--- src/hw/rtl/fdm_pkg.sv ---
`default_nettype none
// ---------------------------------------------------------------------------
// fdm_pkg
// Types and constants shared by the differentiation matrix entry cells.
// ---------------------------------------------------------------------------
package fdm_pkg;

   localparam int unsigned MAX_POINTS  = 1024;
   localparam int unsigned COUNT_W     = 11;
   localparam int unsigned INDEX_W     = 10;
   localparam int unsigned SCALE_W     = 32;
   localparam int unsigned VALUE_W     = 32;
   localparam int unsigned MOD_STEPS   = 10;
   localparam int unsigned THETA_STEPS = 42;
   localparam int unsigned FINAL_STEPS = 32;
   localparam int unsigned TERMS       = 11;
   localparam int unsigned RCP_SHIFT   = 34;

   localparam logic [31:0] PI_Q30  = 32'd3373259426;
   localparam logic [30:0] ONE_Q30 = 31'd1073741824;

   localparam logic [0:0] REG_POINT_COUNT  = 1'b0;
   localparam logic [0:0] REG_DOMAIN_SCALE = 1'b1;

   typedef struct packed {
      logic        upper;
      logic        neg;
      logic        zero;
      logic        even;
      logic        half;
      logic        ovf;
   } tag_type;

   typedef struct packed {
      logic        valid;
      logic [63:0] dvd;
      logic [31:0] rem;
      logic [31:0] dvs;
      logic [63:0] quo;
      tag_type     tag;
   } div_lane_type;

   typedef struct packed {
      logic               valid;
      logic [30:0]        x;
      logic [32:0]        ts;
      logic [32:0]        tc;
      logic signed [34:0] s;
      logic signed [34:0] c;
      tag_type            tag;
   } ser_lane_type;

endpackage
`default_nettype wire

--- src/hw/rtl/fdm_div_cell.sv ---
`default_nettype none
// ---------------------------------------------------------------------------
// fdm_div_cell
// One restoring division step: shifts in one dividend bit, emits one
// quotient bit, passes the lane on.
// ---------------------------------------------------------------------------
module fdm_div_cell (
   input  wire                   clock,
   input  wire                   reset,
   input  wire                   advance,
   input  fdm_pkg::div_lane_type lane_i,
   output fdm_pkg::div_lane_type lane_o
);
   import fdm_pkg::*;

   div_lane_type lane_ff, lane_in;
   logic [32:0]  trial;
   logic [32:0]  diff;

   always_comb begin
      trial   = {lane_i.rem, lane_i.dvd[63]};
      diff    = trial - {1'b0, lane_i.dvs};
      lane_in = lane_i;
      lane_in.dvd = {lane_i.dvd[62:0], 1'b0};
      if (trial >= {1'b0, lane_i.dvs}) begin
         lane_in.rem = diff[31:0];
         lane_in.quo = {lane_i.quo[62:0], 1'b1};
      end else begin
         lane_in.rem = trial[31:0];
         lane_in.quo = {lane_i.quo[62:0], 1'b0};
      end
   end

   always_ff @(posedge clock) begin
      if (reset) begin
         lane_ff.valid <= 1'b0;
      end else if (advance) begin
         lane_ff <= lane_in;
      end
   end

   assign lane_o = lane_ff;
endmodule
`default_nettype wire

--- config.mk ---
export PLATFORM = sky130hd
export DESIGN_NAME = fdm_div_cell
export DESIGN_NICKNAME = d
export VERILOG_FILES = /design/src/hw/rtl/fdm_pkg.sv /design/src/hw/rtl/fdm_div_cell.sv
export SDC_FILE = /design/constraint.sdc
export NUM_CORES = 1
export LEC_CHECK = 0
export BUFFER_PORTS_ARGS = -buffer_cell sky130_fd_sc_hd__clkbuf_2
export CAP_MARGIN = 40
export CORE_AREA = 2 2 155 157
export CTS_CLUSTER_DIAMETER = 40
export DETAILED_ROUTE_END_ITERATION = 12
export DIE_AREA = 0 0 157 159
export PLACE_DENSITY = 0.62
export SYNTH_ARGS = -nofsm -noshare
export SYNTH_HDL_FRONTEND = slang
export SYNTH_SLANG_ARGS = --single-unit
--- constraint.sdc ---
create_clock -name clock -period 11.4 [get_ports clock]
set_input_delay 1.14 -clock clock [delete_from_list [all_inputs] [get_ports clock]]
set_output_delay 1.14 -clock clock [all_outputs]
set_load 0.02 [all_outputs]
==> flow_metrics.py <==
metrics = {
    "floorplan": {
        "die_h_um": 159,
        "coreArea_um2": 23200,
        "die-area_um2": 25000,
        "placementRows": 56,
        "ioPinCount": 401,
        "initial_core_util_pct": 36.7,
        "die_x_um": 157,
    },
    "global_route": {
        "grt_overflow": 0,
        "antenna_found_initial": 2,
        "grt_pass1_wl_um": 36600,
        "grtUsageTotal_pct": 20.1,
        "grt_max_degree": 60,
        "grt_pass1_vias": 5951,
    },
    "critical_path": {
        "cp_data_arrival_time_ns": 3.87,
        "worstPathMaxFanout": 19,
        "end_kind": "register",
        "cpMostUsedCell": "a31oi_4",
        "crit_path_start_kind": "input port",
        "crit_chain": "clkbuf_2 > inv_1 > ha_1 > nand3_1 > o21ba_1 > o211a_1 > a21oi_2 > a31oi_4 > a31oi_4 > o41ai_4 > buf_4 > mux2_2",
        "cp.required_ns": 11.59,
        "worstSetupPathType": "in -> reg",
        "slowest_delay_ns": 0.38,
        "critPathTopFamily": "compound AO/OA/AOI/OAI gates",
        "slowest_stage": "buf_4",
        "cp_num_buf_inv": 3,
    },
    "routing": {
        "dr.pass1.iters": 7,
        "routedWlPerCell_um": 19.9,
        "routed_wl_um": 25500,
        "first_iter_violations": 376,
        "drc": 0,
        "via_per_inst": 4.63,
        "ant_nets": 0,
        "vias": 5937,
    },
    "sta": {
        "clock-skew-final_ns": 0,
        "fin_ws_ns": 7.72,
        "worstMarginPinSlew_ns": 0.757,
        "setup_violations": 0,
        "relSlewSlack_pct": 49.6,
        "fmax_mhz": 272,
        "min_period_ns": 3.68,
        "maxSlewViolCount": 0,
        "finalCritPeriodShare_pct": 32.3,
        "rsz0062_at_grt": "no",
        "hold_viol": 0,
        "tns_ns": 0,
    },
    "yosys": {
        "synth_largest_area_cell": "edfxtp_1",
        "synth_edf_count": 197,
        "synth_nets": 776,
        "synth_ff_type": "edfxtp_1",
        "synth_common_cells": "197 x edfxtp_1, 42 x inv_1, 32 x ha_1",
        "synthTopCellsByArea": "edfxtp_1 69%, ha_1 4.7%, mux2_4 4.4%",
        "syn_area_um2": 8520,
        "synth_cell_type_count": 56,
        "yosysWarnings": 0,
        "synth-seq-area-share_pct": 69.7,
        "yosysMostFrequentCell": "edfxtp_1",
        "synth-seq-cells": 198,
        "synthArstFlopShare_pct": 0,
        "synth_area_per_cell_um2": 15.8,
        "syn_inst": 541,
        "synth_top_area_share_pct": 69.4,
    },
    "placement": {
        "place_ws_ns": 7.24,
        "gp_congestion": 0.800,
        "portBuffers": 398,
        "dpl.hpwl_um": 20500,
    },
    "hold_path": {
        "hold_class": "reg -> reg",
    },
    "clock_tree": {
        "ctsResizeCount": 0,
        "tritoncts": "yes",
        "clk_latency_ns": 0.43,
        "clock-sinks": 198,
        "clock-root-buffer": "clkbuf_16",
        "cts_htree_levels": 4,
        "cts.clk_slew.worst_paths_ns": 0.08,
        "cts_hold_buf": 0,
        "post_cts_buffers": 0,
        "cts_buffers": 17,
        "clockBufferDepth": 2,
    },
    "pwr": {
        "p_per_area_nw_per_um2": 160,
        "ir_worst_vdd_mv": 0.0696,
        "p_leak_uw": 0.00514,
    },
    "run_status": {
        "outcome": "finished clean",
    },
    "layout": {
        "largest_reg_flops": 198,
        "area_growth_pct": 34.6,
        "drive_gt1_share_pct": 49.3,
        "final_nets": 1183,
        "fillers": 2054,
    },
    "job": {
        "maxCapViolCount": 0,
    },
}
==> logic make-up (layout without fill, tap and decap cells) <==
logic type	Yosys count	in the layout	share of synthesized area, %
multiplexers	35	35	5.62
other	1	3	0.0440
flip-flops	198	198	69.7
AO/OA/AOI/OAI	102	102	8.53
adder cells (fa/ha/maj)	33	33	4.93
buffers and inverters	58	478	3.36
XOR/XNOR	26	26	2.67
AND/OR/NAND/NOR	88	88	5.18
==> metal layers <==
layer / up-vias / track usage [%] / routed length, µm
met5: - / 0 / 23
met4: 4 / 5.96 / 521
met3: 32 / 7.68 / 2330
met2: 224 / 34.8 / 12800
met1: 2810 / 22.9 / 9820
li1: 2867 / - / -
==> area by class of cell <==
type / instances / area (µm²) / share of cell area (%)
clock inverters: 14 / 185 / 1.61
multi-input cells: 285 / 2310 / 20.1
flip-flops and latches: 198 / 5940 / 51.8
clock buffers: 18 / 429 / 3.74
repair buffers: 404 / 2050 / 17.9
well taps: 319 / 399 / 3.48
diodes: 2 / 5.00 / 0.0436
inverters: 42 / 158 / 1.37
==> where the power goes <==
group / internal (µW) / total (µW) / switching (µW)
sequential: 865 / 880 / 14.3
clock: 300 / 616 / 316
combinational: 137 / 340 / 203
total: 1300 / 1840 / 533
==> stage by stage <==
stage	total power, µW	util (%)	cells	cell area, µm²	hold WS, ns
2_1_floorplan	1120	-	541	8520	0.579
3_3_place_gp	1230	46.7	1247	10800	0.480
3_5_place_dp	1240	46.8	1248	10800	0.492
4_1_cts	1860	49.4	1280	11500	0.511
5_1_grt	1910	49.4	1280	11500	0.529
6_report	1840	49.4	1282	11500	0.502
==> cells in the final DEF, fill, tap and decap left out, types with 2 or more instances in the layout <==
master	Yosys	routed
a21boi_0	3	3
a21o_1	16	16
a21oi_1	27	27
a31oi_1	7	7
a31oi_4	2	2
and3_1	2	2
buf_4	3	5
clkbuf_16	0	17
clkbuf_2	1	398
clkinv_8	0	7
diode_2	0	2
edfxtp_1	197	197
ha_1	32	32
inv_1	42	42
inv_6	0	4
mux2_2	3	3
mux2_4	25	25
mux2i_1	7	7
nand2_1	21	21
nand2b_1	2	2
nand3_1	8	8
nand4_1	9	9
nor2_1	24	24
nor2b_1	5	4
nor3_1	7	7
o211ai_1	4	4
o21a_1	3	3
o21ai_0	15	15
o21bai_1	5	5
o221ai_1	2	2
o2bb2ai_1	2	2
o31a_1	2	2
o31ai_1	4	4
or2_2	2	2
xnor2_1	19	19
xor2_1	7	7
==> worst reg2reg max path, delay by kind of cell, from the launching register on <==
family	cells	cell delay, ns
simple gates	1	0.05
flops	1	0.32
mux	1	0.12
==> path summary, 6_finish.rpt <==
kind         cells after the start         from           to  slack (ns)
max                             12   lane_i[73]  lane_o[105]        7.72
min                              2  lane_o[198]  lane_o[198]        0.50
max reg2reg                      2  lane_o[198]  lane_o[198]       10.82
min reg2reg                      2  lane_o[198]  lane_o[198]        0.50
(Power assumes the default switching activity.)
